[src/design/optt_pkg.sv]
// Shared types and constants for the timer table.
package optt_pkg;

    localparam int SLOTS = 16;
    localparam int SLOT_W = $clog2(SLOTS);
    localparam int CNT_W = $clog2(SLOTS + 1);
    localparam int FIFO_DEPTH = 4;
    localparam int FIFO_AW = $clog2(FIFO_DEPTH);

    localparam logic [31:0] ONESHOT_BASE = 32'd1000;
    localparam logic [31:0] PERIODIC_BASE = 32'hFFFF_FC18;
    localparam logic signed [31:0] ID_MAX = 32'sd2147483645;

    typedef enum logic [1:0] {
        MODE_TICK    = 2'd0,
        MODE_ONESHOT = 2'd1,
        MODE_PERIOD  = 2'd2,
        MODE_CLEAR   = 2'd3
    } t_mode;

    localparam logic [1:0] KIND_SET   = 2'd0;
    localparam logic [1:0] KIND_CLEAR = 2'd1;
    localparam logic [1:0] KIND_FIRE  = 2'd2;

    // Command word passed from front to back.
    typedef struct packed {
        logic [1:0]  mode;
        logic [31:0] now_ms;
        logic [31:0] period_ms;
        logic [31:0] user_value;
        logic [31:0] target_id;
    } t_cmd;

endpackage

[src/design/oneshot_periodic_timer_table.sv]
// Top level of the timer table: command queue in front, slot engine behind.
//
//   channel   direction  handshake          payload
//   command   in         i_push / o_full    mode now_ms period_ms user_value target_id
//   result    out        o_empty / i_pop    kind timer_id fired_value done_ok active_count last
//
// A tick scans one slot per cycle, stalling while a fire waits to be popped.
// A set scans for a free slot, then checks each id candidate against every slot.
// A clear scans the slots for the target id; clear of all empties the table without a scan.
// Reset is synchronous and empties the table and the command queue.
// Each fire of a tick is held one slot behind, so the final one leaves flagged last.
module oneshot_periodic_timer_table
    import optt_pkg::*;
(
    input  logic        i_clk,
    input  logic        i_rst_n,
    input  logic        i_push,
    output logic        o_full,
    input  logic [1:0]  i_mode,
    input  logic [31:0] i_now_ms,
    input  logic [31:0] i_period_ms,
    input  logic signed [31:0] i_user_value,
    input  logic signed [31:0] i_target_id,
    output logic        o_empty,
    input  logic        i_pop,
    output logic [1:0]  o_kind,
    output logic signed [31:0] o_timer_id,
    output logic signed [31:0] o_fired_value,
    output logic        o_done_ok,
    output logic [4:0]  o_active_count,
    output logic        o_last
);

    t_cmd w_wdata, w_rdata;
    logic w_cmd_empty, w_cmd_pop;

    assign w_wdata = '{mode: i_mode, now_ms: i_now_ms, period_ms: i_period_ms,
                       user_value: i_user_value, target_id: i_target_id};

    optt_cmd_fifo u_fifo (
        .i_clk(i_clk), .i_rst_n(i_rst_n),
        .i_wr(i_push), .i_wdata(w_wdata), .o_full(o_full),
        .i_rd(w_cmd_pop), .o_rdata(w_rdata), .o_empty(w_cmd_empty)
    );

    optt_engine u_engine (
        .i_clk(i_clk), .i_rst_n(i_rst_n),
        .i_cmd(w_rdata), .i_cmd_empty(w_cmd_empty), .o_cmd_pop(w_cmd_pop),
        .o_empty(o_empty), .i_pop(i_pop),
        .o_kind(o_kind), .o_timer_id(o_timer_id), .o_fired_value(o_fired_value),
        .o_done_ok(o_done_ok), .o_active_count(o_active_count), .o_last(o_last)
    );

endmodule

[src/design/optt_cmd_fifo.sv]
// Command queue between the front and back parts.
module optt_cmd_fifo
    import optt_pkg::*;
(
    input  logic i_clk,
    input  logic i_rst_n,
    input  logic i_wr,
    input  t_cmd i_wdata,
    output logic o_full,
    input  logic i_rd,
    output t_cmd o_rdata,
    output logic o_empty
);

    t_cmd                 r_mem [FIFO_DEPTH];
    logic [FIFO_AW-1:0]   r_wp, r_rp;
    logic [FIFO_AW:0]     r_cnt;

    assign o_full  = (r_cnt == (FIFO_AW+1)'(FIFO_DEPTH));
    assign o_empty = (r_cnt == '0);
    assign o_rdata = r_mem[r_rp];

    // Store a word.
    always_ff @(posedge i_clk) begin
        if (i_wr && !o_full) begin
            r_mem[r_wp] <= i_wdata;
        end
    end

    // Advance pointers.
    always_ff @(posedge i_clk) begin
        if (!i_rst_n) begin
            r_wp <= '0;
            r_rp <= '0;
            r_cnt <= '0;
        end else begin
            if (i_wr && !o_full) r_wp <= r_wp + 1'b1;
            if (i_rd && !o_empty) r_rp <= r_rp + 1'b1;
            r_cnt <= r_cnt + (FIFO_AW+1)'(i_wr && !o_full) - (FIFO_AW+1)'(i_rd && !o_empty);
        end
    end

`ifndef SYNTHESIS
    a_cnt_bound: assert property (@(posedge i_clk) disable iff (!i_rst_n)
        r_cnt <= (FIFO_AW+1)'(FIFO_DEPTH)) else $error("fifo overflow");
    a_empty_ptr: assert property (@(posedge i_clk) disable iff (!i_rst_n)
        o_empty |-> (r_wp == r_rp)) else $error("fifo pointers disagree");
    a_full_hold: assert property (@(posedge i_clk) disable iff (!i_rst_n)
        (o_full && !i_rd) |=> o_full) else $error("fifo lost a word");
`endif

endmodule

[src/design/optt_engine.sv]
// Back part: scans the slot table one slot a cycle, holding while a result waits to be popped, and produces results.
module optt_engine
    import optt_pkg::*;
(
    input  logic        i_clk,
    input  logic        i_rst_n,
    input  t_cmd        i_cmd,
    input  logic        i_cmd_empty,
    output logic        o_cmd_pop,
    output logic        o_empty,
    input  logic        i_pop,
    output logic [1:0]  o_kind,
    output logic [31:0] o_timer_id,
    output logic [31:0] o_fired_value,
    output logic        o_done_ok,
    output logic [4:0]  o_active_count,
    output logic        o_last
);

    typedef enum logic [2:0] {
        S_IDLE, S_TICK, S_FREE, S_IDSTEP, S_IDCHK, S_CLEAR, S_EMIT
    } t_state;

    t_state r_state;
    t_cmd   r_cmd;
    logic [SLOT_W:0] r_idx;
    logic [SLOTS-1:0] r_valid;
    logic [SLOTS-1:0] r_periodic;
    logic [31:0] r_ident [SLOTS];
    logic [31:0] r_start [SLOTS];
    logic [31:0] r_period [SLOTS];
    logic [31:0] r_user [SLOTS];
    logic [31:0] r_next_os, r_next_pd, r_cand;
    logic [CNT_W-1:0] r_count;
    logic [SLOT_W-1:0] r_free;
    logic r_found;
    // fire held back one slot so the final one can be flagged last
    logic [31:0] r_pid, r_pval;
    logic [4:0] r_pacnt;
    // output register
    logic r_ovalid;
    logic [1:0] r_kind;
    logic [31:0] r_id, r_val;
    logic r_ok, r_last;
    logic [4:0] r_acnt;

    logic [SLOT_W-1:0] w_i;
    logic w_out_free, w_end, w_expired, w_match;
    logic w_tick_adv, w_clr_hit, w_load;
    logic [31:0] w_elapsed;
    logic [CNT_W-1:0] w_cnt_dec;

    assign w_i = r_idx[SLOT_W-1:0];
    assign w_end = (r_idx == (SLOT_W+1)'(SLOTS - 1));
    assign w_out_free = !r_ovalid || i_pop;
    assign w_elapsed = r_cmd.now_ms - r_start[w_i];
    assign w_expired = r_valid[w_i] && !r_period[w_i][31] && (w_elapsed >= r_period[w_i]);
    assign w_match = r_valid[w_i] && (r_ident[w_i] == r_cand);
    assign w_cnt_dec = (r_count != '0) ? r_count - 1'b1 : r_count;
    assign w_tick_adv = !(w_expired && r_found) || w_out_free;
    assign w_clr_hit = r_valid[w_i] && (r_ident[w_i] == r_cmd.target_id) && !r_found;

    assign o_cmd_pop = (r_state == S_IDLE) && !i_cmd_empty;
    assign o_empty = !r_ovalid;
    assign o_kind = r_kind;
    assign o_timer_id = r_id;
    assign o_fired_value = r_val;
    assign o_done_ok = r_ok;
    assign o_active_count = r_acnt;
    assign o_last = r_last;

    // Flag the cycles that load a word into the output register.
    always_comb begin
        w_load = 1'b0;
        case (r_state)
            S_TICK:  w_load = w_out_free && w_expired && r_found;
            S_EMIT:  w_load = w_out_free && r_found;
            S_FREE:  w_load = w_out_free && r_valid[w_i] && w_end;
            S_IDCHK: w_load = w_out_free && !w_match && w_end;
            S_CLEAR: w_load = w_out_free && ((r_cmd.target_id == '0) ||
                                             (!w_clr_hit && (w_end || r_found)));
            default: w_load = 1'b0;
        endcase
    end

    // Slot payload: written on a set or on a periodic restart.
    always_ff @(posedge i_clk) begin
        if (r_state == S_TICK && w_tick_adv && w_expired && r_periodic[w_i]) begin
            r_start[w_i] <= r_cmd.now_ms;
        end
        if (r_state == S_IDCHK && w_end && !w_match && w_out_free) begin
            r_periodic[r_free] <= (r_cmd.mode == MODE_PERIOD);
            r_ident[r_free] <= r_cand;
            r_start[r_free] <= r_cmd.now_ms;
            r_period[r_free] <= r_cmd.period_ms;
            r_user[r_free] <= r_cmd.user_value;
        end
    end

    // Sequencer, slot valid bits and output register.
    always_ff @(posedge i_clk) begin
        if (!i_rst_n) begin
            r_state <= S_IDLE;
            r_valid <= '0;
            r_next_os <= ONESHOT_BASE;
            r_next_pd <= PERIODIC_BASE;
            r_count <= '0;
            r_ovalid <= 1'b0;
            r_idx <= '0;
        end else begin
            if (w_load) r_ovalid <= 1'b1;
            else if (i_pop) r_ovalid <= 1'b0;
            case (r_state)
                S_IDLE: begin
                    if (!i_cmd_empty) begin
                        r_cmd <= i_cmd;
                        r_idx <= '0;
                        r_found <= 1'b0;
                        case (i_cmd.mode)
                            MODE_TICK: r_state <= S_TICK;
                            MODE_CLEAR: r_state <= S_CLEAR;
                            default: r_state <= S_FREE;
                        endcase
                    end
                end
                S_TICK: begin
                    // One slot a cycle; hold when a held fire must leave and cannot.
                    if (w_tick_adv) begin
                        if (w_expired) begin
                            if (r_found) begin
                                r_kind <= KIND_FIRE;
                                r_id <= r_pid;
                                r_val <= r_pval;
                                r_ok <= 1'b0;
                                r_acnt <= r_pacnt;
                                r_last <= 1'b0;
                            end
                            r_pid <= r_ident[w_i];
                            r_pval <= r_user[w_i];
                            if (r_periodic[w_i]) begin
                                r_pacnt <= 5'(r_count);
                            end else begin
                                r_valid[w_i] <= 1'b0;
                                r_count <= w_cnt_dec;
                                r_pacnt <= 5'(w_cnt_dec);
                            end
                            r_found <= 1'b1;
                        end
                        if (w_end) begin
                            r_state <= S_EMIT;
                        end else begin
                            r_idx <= r_idx + 1'b1;
                        end
                    end
                end
                S_EMIT: begin
                    // Send the held fire flagged last, if the tick found any.
                    if (!r_found) begin
                        r_state <= S_IDLE;
                    end else if (w_out_free) begin
                        r_kind <= KIND_FIRE;
                        r_id <= r_pid;
                        r_val <= r_pval;
                        r_ok <= 1'b0;
                        r_acnt <= r_pacnt;
                        r_last <= 1'b1;
                        r_state <= S_IDLE;
                    end
                end
                S_FREE: begin
                    if (!r_valid[w_i]) begin
                        r_free <= w_i;
                        r_found <= 1'b1;
                        r_state <= S_IDSTEP;
                    end else if (w_end) begin
                        if (w_out_free) begin
                            r_kind <= KIND_SET;
                            r_id <= '0;
                            r_val <= '0;
                            r_ok <= 1'b0;
                            r_acnt <= 5'(r_count);
                            r_last <= 1'b1;
                            r_state <= S_IDLE;
                        end
                    end else begin
                        r_idx <= r_idx + 1'b1;
                    end
                end
                S_IDSTEP: begin
                    // Advance the candidate id with wrap.
                    if (r_cmd.mode == MODE_ONESHOT) begin
                        r_cand <= ($signed(r_next_os) > ID_MAX) ?
                            ONESHOT_BASE + 32'd1 : r_next_os + 32'd1;
                    end else begin
                        r_cand <= ($signed(r_next_pd) < -ID_MAX) ?
                            PERIODIC_BASE - 32'd1 : r_next_pd - 32'd1;
                    end
                    r_idx <= '0;
                    r_state <= S_IDCHK;
                end
                S_IDCHK: begin
                    if (w_match) begin
                        if (r_cmd.mode == MODE_ONESHOT) r_next_os <= r_cand;
                        else r_next_pd <= r_cand;
                        r_state <= S_IDSTEP;
                    end else if (w_end) begin
                        if (w_out_free) begin
                            if (r_cmd.mode == MODE_ONESHOT) r_next_os <= r_cand;
                            else r_next_pd <= r_cand;
                            r_valid[r_free] <= 1'b1;
                            r_count <= r_count + 1'b1;
                            r_kind <= KIND_SET;
                            r_id <= r_cand;
                            r_val <= '0;
                            r_ok <= 1'b1;
                            r_acnt <= 5'(r_count + 1'b1);
                            r_last <= 1'b1;
                            r_state <= S_IDLE;
                        end
                    end else begin
                        r_idx <= r_idx + 1'b1;
                    end
                end
                S_CLEAR: begin
                    if (r_cmd.target_id == '0) begin
                        if (w_out_free) begin
                            r_valid <= '0;
                            r_count <= '0;
                            r_kind <= KIND_CLEAR;
                            r_id <= '0;
                            r_val <= '0;
                            r_ok <= 1'b1;
                            r_acnt <= '0;
                            r_last <= 1'b1;
                            r_state <= S_IDLE;
                        end
                    end else if (w_clr_hit) begin
                        r_valid[w_i] <= 1'b0;
                        r_count <= w_cnt_dec;
                        r_found <= 1'b1;
                    end else if (w_end || r_found) begin
                        if (w_out_free) begin
                            r_kind <= KIND_CLEAR;
                            r_id <= r_cmd.target_id;
                            r_val <= '0;
                            r_ok <= 1'b1;
                            r_acnt <= 5'(r_count);
                            r_last <= 1'b1;
                            r_state <= S_IDLE;
                        end
                    end else begin
                        r_idx <= r_idx + 1'b1;
                    end
                end
                default: r_state <= S_IDLE;
            endcase
        end
    end

`ifndef SYNTHESIS
    a_count_bound: assert property (@(posedge i_clk) disable iff (!i_rst_n)
        r_count <= CNT_W'(SLOTS)) else $error("count beyond table size");
    a_count_match: assert property (@(posedge i_clk) disable iff (!i_rst_n)
        (r_state == S_IDLE) |-> (r_count == CNT_W'($countones(r_valid))))
        else $error("count disagrees with valid bits");
    a_take_idle: assert property (@(posedge i_clk) disable iff (!i_rst_n)
        o_cmd_pop |=> (r_state != S_IDLE)) else $error("command dropped");
`endif

endmodule

[config.mk]
export PLATFORM = sky130hd
export DESIGN_NAME = oneshot_periodic_timer_table
export DESIGN_NICKNAME = d
export VERILOG_FILES = /design/src/design/optt_pkg.sv /design/src/design/oneshot_periodic_timer_table.sv /design/src/design/optt_cmd_fifo.sv /design/src/design/optt_engine.sv
export SDC_FILE = /design/constraint.sdc
export NUM_CORES = 2
export LEC_CHECK = 0
export BUFFER_PORTS_ARGS = -buffer_cell sky130_fd_sc_hd__buf_2
export CAP_MARGIN = 5
export CORE_MARGIN = 1
export CORE_UTILIZATION = 65
export CTS_CLUSTER_DIAMETER = 120
export DETAILED_ROUTE_END_ITERATION = 6
export MAX_ROUTING_LAYER = met4
export PLACE_DENSITY_LB_ADDON = 0.12
export REMOVE_ABC_BUFFERS = 1
export SETUP_SLACK_MARGIN = 0.02
export SYNTH_ARGS = -nofsm -noshare
export SYNTH_HDL_FRONTEND = slang
export SYNTH_SLANG_ARGS = --single-unit
[constraint.sdc]
create_clock -name i_clk -period 26.4 [get_ports i_clk]
set_input_delay 0 -clock i_clk [delete_from_list [all_inputs] [get_ports i_clk]]
set_output_delay 0 -clock i_clk [all_outputs]
set_load 0.005 [all_outputs]
==> results_dict.tcl <==
set metrics [dict create \
    crit_path_max_fanout 49 \
    grtUsageTotal_pct 33.7 \
    start_util_pct 65.7 \
    dpl.hpwl_microns 159000 \
    drv_cap 0 \
    finalCriticalPeriod_ns 10.75 \
    timing.fmax_ghz 0.0931 \
    cts_resized 0 \
    routed_via_density 6.85 \
    grt_max_degree 136 \
    maxSlewHeadroom_pct 18.0 \
    worst_slew_pin_slew_ns 1.23 \
    power.density_nw_per_um2 88.1 \
    vias 62400 \
    slew_violations 0 \
    synth_flop_cell "edfxtp_1" \
    r2r_slack_ns 15.65 \
    clkLatencyLatePin_ns 0.94 \
    die-area_sq_um 185000 \
    hold_path.class "primary input to flip-flop" \
    synthCells 5915 \
    routed.top_layer "met4" \
    p_total_mw 11.9 \
    final_net_count 6748 \
    port_buffers 208 \
    fin_setup_tns_ns 0 \
    cp_slowest_cell "dfxtp_4" \
    layout_common_cells "2,893 x edfxtp_1, 713 x mux4_2, 319 x clkbuf_16" \
    clock-root-buffer "clkbuf_16" \
    endpoint "u_engine.r_start[3][22]" \
    grt_pass1_vias 64000 \
    postCtsSetupBuffers 0 \
    first_pass_iters 6 \
    ys_types 89 \
    cp.required_ns 26.92 \
    async_reset_ff_share_pct 0 \
    die_x_microns 430 \
    drtIter0Drc 7381 \
    coreArea_sq_um 182000 \
    clk_pin_slew_worst_paths_ns 0.06 \
    overflow 0 \
    avgSynthCellArea_sq_um 20.2 \
    final-hold-violation-count 0 \
    synth_edf_count 2893 \
    drtAntennaViolNets 0 \
    dr_wl_met2_microns 153000 \
    fin_crit_sh_pct 40.7 \
    reg2reg_depth 29 \
    rows 156 \
    wl_per_cell_microns 32.9 \
    pin_count 209 \
    cts_tree "built" \
    area.growth.synth_to_final_pct 13.5 \
    antenna_found_initial 2 \
    wl_met3_microns 24100 \
    yosysSeqAreaShare_pct 74.6 \
    rsz0062_at_grt "false" \
    end_kind "flip-flop" \
    finalClockSkew_ns 0.0559 \
    die_h_microns 430 \
    clockBufferDepth 4 \
    leakagePower_nw 43.2 \
    vdd_ir_drop_max_mv 0.0794 \
    arrival_ns 11.27 \
    drt_wl_total_microns 300000 \
    yosysWarningCount 0 \
    h-tree-depth 5 \
    crit_path_start_kind "flip-flop" \
    slowest_delay_ns 0.98 \
    cts_sinks 3000 \
    drc 0 \
    grt_first_pass_wirelength_microns 433000 \
    r2r-end "u_engine.r_start[3][22]" \
    place.gp.congestion 0.957 \
    mostFrequentLayoutCell "edfxtp_1" \
    cts_hold_buffers 263 \
    cts_buffers 309 \
    setup_violations 0 \
    drive_above_1_share_pct 23.1 \
    worstSetupPathType "flip-flop to flip-flop" \
    m1WireLength_microns 109000 \
    syn_area_sq_um 119000 \
    outcome "complete, no violations" \
    ys_seq_elements 3000 \
]
-- registers in the layout, indices dropped and copies added (netlist names), 16 cells and up, named ones only --
signal	flops
u_engine.r_cmd	130
u_engine.r_next_os	32
u_engine.r_user	512
u_engine.r_pid	32
u_engine.r_cand	32
u_engine.r_pval	32
u_engine.r_period	512
u_engine.r_ident	512
u_engine.r_valid	16
u_fifo.r_mem	520
u_engine.o_fired_value	32
u_engine.r_next_pd	32
u_engine.o_timer_id	32
u_engine.r_start	512
u_engine.r_periodic	16
-- per-stage QoR --
step | setup WS (ns) | std cells | hold slack [ns] | util [%] | cell area (sq um)
after floorplan | 3.09 | 5613 | 0.0619 | - | 118000
final | 15.65 | 9109 | 0.207 | 74.6 | 135000
after global placement | 15.85 | 8324 | 0.209 | 68.0 | 123000
after CTS | 15.61 | 9107 | 0.159 | 74.6 | 135000
after global routing | 15.00 | 9107 | 0.214 | 74.6 | 135000
after detailed placement | 15.71 | 8324 | 0.215 | 68.0 | 123000
-- synth_stat cells, drive strengths merged (11+ instances only) --
| cell type | instances | area [sq um] |
|---|---|---|
| nand2b | 25 | 156 |
| a31oi | 20 | 125 |
| xor2 | 74 | 648 |
| or3 | 12 | 75.1 |
| dfxtp | 107 | 2140 |
| edfxtp | 2893 | 86900 |
| and2 | 51 | 319 |
| a21o | 40 | 300 |
| nor2b | 32 | 200 |
| o221ai | 17 | 149 |
| a211oi | 15 | 113 |
| mux2i | 211 | 2120 |
| nand4 | 28 | 181 |
| o21a | 14 | 105 |
| clkbuf | 171 | 642 |
| o211ai | 11 | 82.6 |
| o22ai | 32 | 200 |
| nand2 | 217 | 815 |
| mux2 | 25 | 282 |
| mux4 | 720 | 16200 |
| nand3 | 60 | 310 |
| nor4 | 37 | 244 |
| nor2 | 207 | 780 |
| buf | 131 | 757 |
| o21ai | 79 | 395 |
| ha | 84 | 1050 |
| nor3 | 39 | 205 |
| a21oi | 145 | 726 |
| xnor2 | 98 | 858 |
| a22oi | 38 | 290 |
| a221oi | 43 | 383 |
| inv | 110 | 413 |
-- worst min path at each step --
| stage | start | end | slack [ns] | cells after the start |
|---|---|---|---|---|
| 4_1_cts | i_push | u_fifo.r_wp[0] | 0.16 | 5 |
| 2_1_floorplan | i_rst_n | u_engine.r_next_os[3] | 0.06 | 1 |
| 3_3_place_gp | i_target_id[2] | u_fifo.r_mem[1][2] | 0.21 | 1 |
| 5_1_grt | i_push | u_fifo.r_wp[0] | 0.21 | 5 |
| 6_report | i_push | u_fifo.r_wp[0] | 0.21 | 5 |
| 3_5_place_dp | i_target_id[24] | u_fifo.r_mem[0][24] | 0.22 | 1 |
-- worst max-delay path: cells and delay by family, from the launching register on --
kind	cells	cell delay, ns
compound gates	11	3.22
simple gates	9	2.17
buf+inv	4	2.09
mux	2	1.11
flops	1	0.98
fa+ha+maj	2	0.52
xor+xnor	1	0.09
-- area by class of cell --
type	instances	area [sq um]
Clock buffer	393	8270
Sequential cell	3000	89100
Antenna cell	2	5.00
Clock inverter	127	992
Tap cell	2370	2970
Timing Repair Buffer	604	4770
Fill cell	10200	46200
Inverter	110	413
Multi-Input combinational cell	2503	28900
-- cell families (layout without fill, tap and decap cells) --
group	after synthesis	after routing	synth area share, %
flops	3000	3000	74.6
mux	956	956	15.6
simple gates	749	749	3.01
compound gates	540	540	3.07
buf+inv	412	1234	1.52
xor+xnor	172	172	1.26
fa+ha+maj	86	86	0.914
other cells	0	2	0
-- layer usage --
metal | global-route usage [%] | vias up
met5 | - | -
met4 | 14.1 | 0
met3 | 5.14 | 753
met2 | 54.8 | 3477
met1 | 43.0 | 32600
li1 | - | 25500
-- power by group --
group | switching (mW) | internal, mW | total [mW]
registers | 0.339 | 5.68 | 6.02
logic | 1.05 | 0.766 | 1.82
clock network | 1.73 | 2.36 | 4.09
No activity file was read; power rests on OpenSTA's default activity.
